$ cat config.mk
export PLATFORM = sky130hd
export DESIGN_NAME = ising_ctrl
export DESIGN_NICKNAME = d
export VERILOG_FILES = /design/src/sv/ising_pkg.sv /design/src/sv/ising_ctrl.sv
export SDC_FILE = /design/constraint.sdc
export NUM_CORES = 1
export LEC_CHECK = 0
export ABC_AREA = 1
export CAP_MARGIN = 20
export CORE_AREA = 10 10 47 49
export DETAILED_ROUTE_END_ITERATION = 6
export DIE_AREA = 0 0 57 59
export DONT_BUFFER_PORTS = 1
export SLEW_MARGIN = 10
export SYNTH_ARGS = -nofsm -noshare
export SYNTH_HDL_FRONTEND = slang
export SYNTH_SLANG_ARGS = --single-unit
$ cat constraint.sdc
create_clock -name clock -period 0.95 [get_ports clock]
set_input_delay 0.19 -clock clock [delete_from_list [all_inputs] [get_ports clock]]
set_output_delay 0.19 -clock clock [all_outputs]
set_load 0.1 [all_outputs]
$ cat src/sv/ising_pkg.sv
package ising_pkg;

   // Lattice geometry (side is a power of two so row and column wrap by truncation)
   localparam int SIDE_W = 6;
   localparam int SIDE   = 1 << SIDE_W;
   localparam int SITES  = SIDE * SIDE;
   localparam int ADDR_W = 2 * SIDE_W;

   // Field widths
   localparam int RND_W  = 16;
   localparam int CFG_W  = 17;
   localparam int MAG_W  = 14;
   localparam int SUM_W  = 48;
   localparam int IDX_W  = 2;

   // Item kinds
   localparam logic KIND_INIT   = 1'b0;
   localparam logic KIND_UPDATE = 1'b1;

   // Register indexes
   localparam logic [IDX_W-1:0] CSR_INIT_DOWN    = 2'd0;
   localparam logic [IDX_W-1:0] CSR_ACCEPT_FOUR  = 2'd1;
   localparam logic [IDX_W-1:0] CSR_ACCEPT_EIGHT = 2'd2;

   // Register reset values
   localparam logic [CFG_W-1:0] INIT_DOWN_RESET    = 17'd32768;
   localparam logic [CFG_W-1:0] ACCEPT_FOUR_RESET  = 17'd1200;
   localparam logic [CFG_W-1:0] ACCEPT_EIGHT_RESET = 17'd22;

   typedef enum logic [2:0] {
      S_IDLE,
      S_INIT,
      S_RD_A,
      S_RD_B,
      S_RD_C,
      S_EVAL
   } state_type;

   // Commands from the controller to the datapath
   typedef struct packed {
      logic load;           // capture the accepted item
      logic read_a;         // read center and upper neighbor
      logic read_b;         // read lower and left neighbors
      logic read_c;         // read right neighbor
      logic commit_init;    // write the init site, load result
      logic commit_update;  // decide flip, write back, load result
   } dp_cmd_type;

endpackage

$ cat src/sv/ising_ctrl.sv
module ising_ctrl
   import ising_pkg::*;
(
   input  logic       clock,
   input  logic       reset,
   input  logic       req_tvalid,
   output logic       req_tready,
   input  logic       req_kind,
   output logic       rsp_tvalid,
   input  logic       rsp_tready,
   output dp_cmd_type cmd
);

   state_type state_ff;
   state_type state_in;
   logic      rsp_valid_ff;
   logic      rsp_valid_in;
   logic      out_free;

   // Result slot can take a new item when empty or being drained
   assign out_free = !rsp_valid_ff || rsp_tready;

   always_ff @(posedge clock) begin
      if (reset) begin
         state_ff     <= S_IDLE;
         rsp_valid_ff <= 1'b0;
      end else begin
         state_ff     <= state_in;
         rsp_valid_ff <= rsp_valid_in;
      end
   end

   // Next state and commands
   always_comb begin
      state_in   = state_ff;
      cmd        = '0;
      req_tready = 1'b0;
      case (state_ff)
         S_IDLE: begin
            req_tready = 1'b1;
            if (req_tvalid) begin
               cmd.load = 1'b1;
               state_in = (req_kind == KIND_UPDATE) ? S_RD_A : S_INIT;
            end
         end
         S_INIT: begin
            if (out_free) begin
               cmd.commit_init = 1'b1;
               state_in        = S_IDLE;
            end
         end
         S_RD_A: begin
            cmd.read_a = 1'b1;
            state_in   = S_RD_B;
         end
         S_RD_B: begin
            cmd.read_b = 1'b1;
            state_in   = S_RD_C;
         end
         S_RD_C: begin
            cmd.read_c = 1'b1;
            state_in   = S_EVAL;
         end
         S_EVAL: begin
            if (out_free) begin
               cmd.commit_update = 1'b1;
               state_in          = S_IDLE;
            end
         end
         default: begin
            state_in = S_IDLE;
         end
      endcase
   end

   // Result valid: set on commit, drop when taken
   always_comb begin
      if (cmd.commit_init || cmd.commit_update) begin
         rsp_valid_in = 1'b1;
      end else if (rsp_tready) begin
         rsp_valid_in = 1'b0;
      end else begin
         rsp_valid_in = rsp_valid_ff;
      end
   end

   assign rsp_tvalid = rsp_valid_ff;

endmodule

---- After elaboration in Yosys (flattened, before gate mapping) ----
Index checks and enable logic that the tools add are counted.
storage, ports and cells
  register bits after elaboration ......... 4
  input bits .............................. 5
operators by class
  equality and inequality tests ........... 7
  reductions and logical operators ........ 7
  muxes and demuxes ....................... 15
operator list
  cell                                                             number
  3-bit case mux with 5 select lines                               1
  1-bit two-way mux                                                11
  3-bit by 2-bit == test with 1-bit output, second input constant  2
  3-bit == test, second input constant                             2
  3-bit two-way mux                                                2
  3-bit by 1-bit == test with 1-bit output, second input constant  1
  3-bit logical NOT                                                1
  1-bit logical OR                                                 2
  2-bit two-way mux                                                1
  2-bit by 1-bit != test with 1-bit output, second input constant  1
  2-bit != test, second input constant                             1
  2-bit AND reduction                                              1
  2-bit nonzero test                                               1
  2-bit OR reduction                                               1
  1-bit logical NOT                                                1

---- Logic depth before layout (Yosys ltp) ----
  depth after elaboration ................. 6
  depth in mapped cells ................... 7
  gate-level depth less buffers ........... 7

---- Least setup slack after synthesis ----
OpenSTA, ideal clock, no wires.
  path kind ............................... register to output
  from .................................... register rsp_valid_ff, in the netlist rsp_tvalid
  to ...................................... output cmd[0] (netlist name)
  required time ........................... 0.760 ns
  buffers on the path ..................... 0
  arrival ................................. 2.204 ns
  cell stages (with the launch flop) ...... 6
  slack ................................... -1.444 ns
  cells stage by stage .................... dfxtp_1 -> inv_1 -> nor2_1 -> inv_1 -> nand2_1 -> nor2_1
RTL lines
  element                 RTL line          RTL
  start, declared         ising_ctrl.sv:16  logic rsp_valid_ff;
  start signal, assigned  ising_ctrl.sv:29  rsp_valid_ff <= rsp_valid_in;
  end, declared           ising_ctrl.sv:11  output dp_cmd_type cmd

==> flow_summary.json <==
{
  "postPlaceCellArea_um2": 527,
  "slew_viol_final": 0,
  "grt_pass1_vias": 337,
  "drive_gt1_frac": 0.803,
  "setup_violations": 12,
  "die_y_um": 59,
  "cts_buffers": 3,
  "path_depth": 5,
  "grt_max_degree": 6,
  "core_area_um2": 1400,
  "port_buffers": 0,
  "min_period_over_period": 1.37,
  "drc": 0,
  "cp.required_ns": 0.76,
  "htreeDepth": 1,
  "fp-row-count": 14,
  "ys_seq_area_frac": 0.339,
  "worst_slack_ns": -0.348,
  "initial_core_util": 0.169,
  "syn_area_um2": 236,
  "ant_nets": 0,
  "yosysUniqueCellTypes": 11,
  "drtIter0Drc": 0,
  "rr_worst_depth": 9,
  "globalRouteOverflowTotal": 0,
  "finalCriticalPeriod_ns": 1.30,
  "crit_type": "reg -> out",
  "max_stage_delay_ns": 0.36,
  "syn_nets": 44,
  "seqPwrFrac": 0.167,
  "dp.cells": 71,
  "gp_congestion": 0.757,
  "stdcell_area_um2": 744,
  "worstMarginPinSlew_ns": 0.233,
  "finalPower_mw": 1.29,
  "syn_inst": 39,
  "power.leakage_nw": 0.311,
  "final_core_util": 0.531,
  "clock.fmax_mhz": 770,
  "routed_wl_um": 998,
  "r2r_setup_slack_ns": -0.27,
  "drv_cap": 0,
  "ios": 13,
  "cp_max_fo": 3,
  "clkLatencyLatePin_ns": 0.24,
  "crit_family": "flip-flops",
  "violations": "setup timing",
  "p_switching_uw": 598,
  "cts.clk_slew.worst_paths_ns": 0.04,
  "cts-root-buf": "clkbuf_4",
  "status": "complete, but fails checks",
  "r2r_start": "state_ff[0]",
  "clockPowerShare": 0.177,
  "p_comb_frac": 0.656,
  "cp_common_cell": "nor2_4",
  "grt_setup_unrepaired": "yes",
  "cp-start-kind": "register",
  "grt_use_total": 0.0556,
  "cts_tree": "built",
  "p_per_area_nw_per_um2": 1740,
  "tns_ns": -3.14,
  "netlist_top_cells_area": "dfxtp_1 (34%), inv_1 (9.5%), nand2_1 (9.5%), nor2_1 (9.5%), a21oi_1 (8.5%)",
  "ys_ff_latch": 4,
  "num-nets-final": 77,
  "cp.arrival_ns": 1.11,
  "die_w_um": 57,
  "wire_per_inst_um": 11.5,
  "die-area_um2": 3360,
  "cts_buffer_depth": 2,
  "antenna_found_initial": 0,
  "finalClockSkew_ns": 0.00630,
  "dp_hpwl_um": 659,
  "yosys_warnings": 0,
  "cp-startpoint": "state_ff[0]",
  "num_vias": 355,
  "n_fill_cell": 138,
  "critical_path_buf_inv_count": 2,
  "grt_pass1_wl_um": 1440,
  "crit_path_end": "cmd[0]",
  "vias_per_cell": 4.08,
  "n_antenna_cell": 0,
  "internal_power_uw": 697,
  "crit_chain": "inv_4 > nor2_4 > nand2_4 > nor2_4 > buf_12",
  "hp-class": "in -> reg",
  "end_kind": "output pin",
  "crit_slowest_cell": "dfxtp_4",
  "netSwitchingFraction": 0.462,
  "ir_drop_mv": 0.581,
  "yosysTopAreaCell": "dfxtp_1",
  "regToRegEndpoint": "state_ff[0]",
  "yosys.area.top_type_share": 0.339,
  "slew_headroom": 0.843,
  "final_cells": 87,
  "clkSinkCount": 4,
  "finalHoldViolations": 0,
  "synth.avg_cell_area_um2": 6.06,
  "area_growth_pct": 215,
  "dr.pass1.iters": 1
}
==> power groups by stage <==
stage / Combinational, mW / Sequential (mW) / Clock, mW
after floorplan: 0.430 / 0.241 / 0
after global placement: 0.633 / 0.213 / 0
after detailed placement: 0.639 / 0.213 / 0
after CTS: 0.770 / 0.214 / 0.244
after global routing: 0.885 / 0.218 / 0.267
final: 0.849 / 0.216 / 0.229
==> cell families after synthesis <==
| group | Yosys count | synth area share |
|---|---|---|
| buf+inv | 10 | 0.159 |
| flops | 4 | 0.339 |
| compound gates | 5 | 0.106 |
| simple gates | 20 | 0.397 |
==> cells in the mapped netlist <==
cell / instances
inv_1: 6
nand2_1: 6
nor2_1: 6
a21oi_1: 4
dfxtp_1: 4
inv_2: 4
nand3_1: 4
nor2_2: 2
nand2_2: 1
nor3_2: 1
o21ai_0: 1
==> per-layer routing <==
metal,part of all wire,GRT usage,vias up
met5,0,0,-
li1,-,-,183
met1,0.32,0.0449,160
met2,0.57,0.0992,10
met4,0.0040,0.0503,0
met3,0.10,0.0258,2
==> layout by cell type, fill, tap and decap left out, drive strengths merged <==
master,instances
dfxtp,4
nand3,4
nor2,8
nand2,7
clkinv,1
nor3,1
buf,26
clkinvlp,2
a21oi,4
inv,7
clkbuf,4
o21ai,1
dlygate4sd3,2
==> stage by stage <==
stage	hold WS (ns)	worst slack [ns]
4_1_cts	0.00107	-0.374
6_report	0.0186	-0.348
2_1_floorplan	0.249	-0.448
3_5_place_dp	0.257	-0.184
3_3_place_gp	0.253	-0.153
5_1_grt	0.00212	-0.408
==> sequential cells by signal, indices dropped and copies added, names as in the netlist <==
name,count
rsp_tvalid,1
state_ff,3
==> layout make-up <==
type,instances,area [um2],share of cell area
clock buffer,4,26.3,0.0353
inverter,10,65.1,0.0874
multi-input combinational,25,220,0.296
sequential,4,95.1,0.128
tap,16,20.0,0.0269
timing repair buffer,28,318,0.427
==> worst min-delay path by stage <==
stage                     start          end  slack, ns  cells past startpoint
after CTS                 reset  state_ff[2]      0.001                      1
after floorplan           reset   rsp_tvalid       0.25                      1
final                     reset  state_ff[0]       0.02                      1
after global placement    reset   rsp_tvalid       0.25                      1
after global routing      reset  state_ff[0]      0.002                      1
after detailed placement  reset  state_ff[1]       0.26                      1
==> repair_timing <==
action / CTS / global route
buffers inserted: 7 / 6
endpoints found under the hold margin: 1 / 2
hold buffers: 1 / 1
pin swaps: 10 / 6
gates cloned: 0 / 0
endpoints found under the setup margin: 12 / 12
gates resized for setup: 15 / 10
Note: power is estimated with default switching activity, not from simulation.
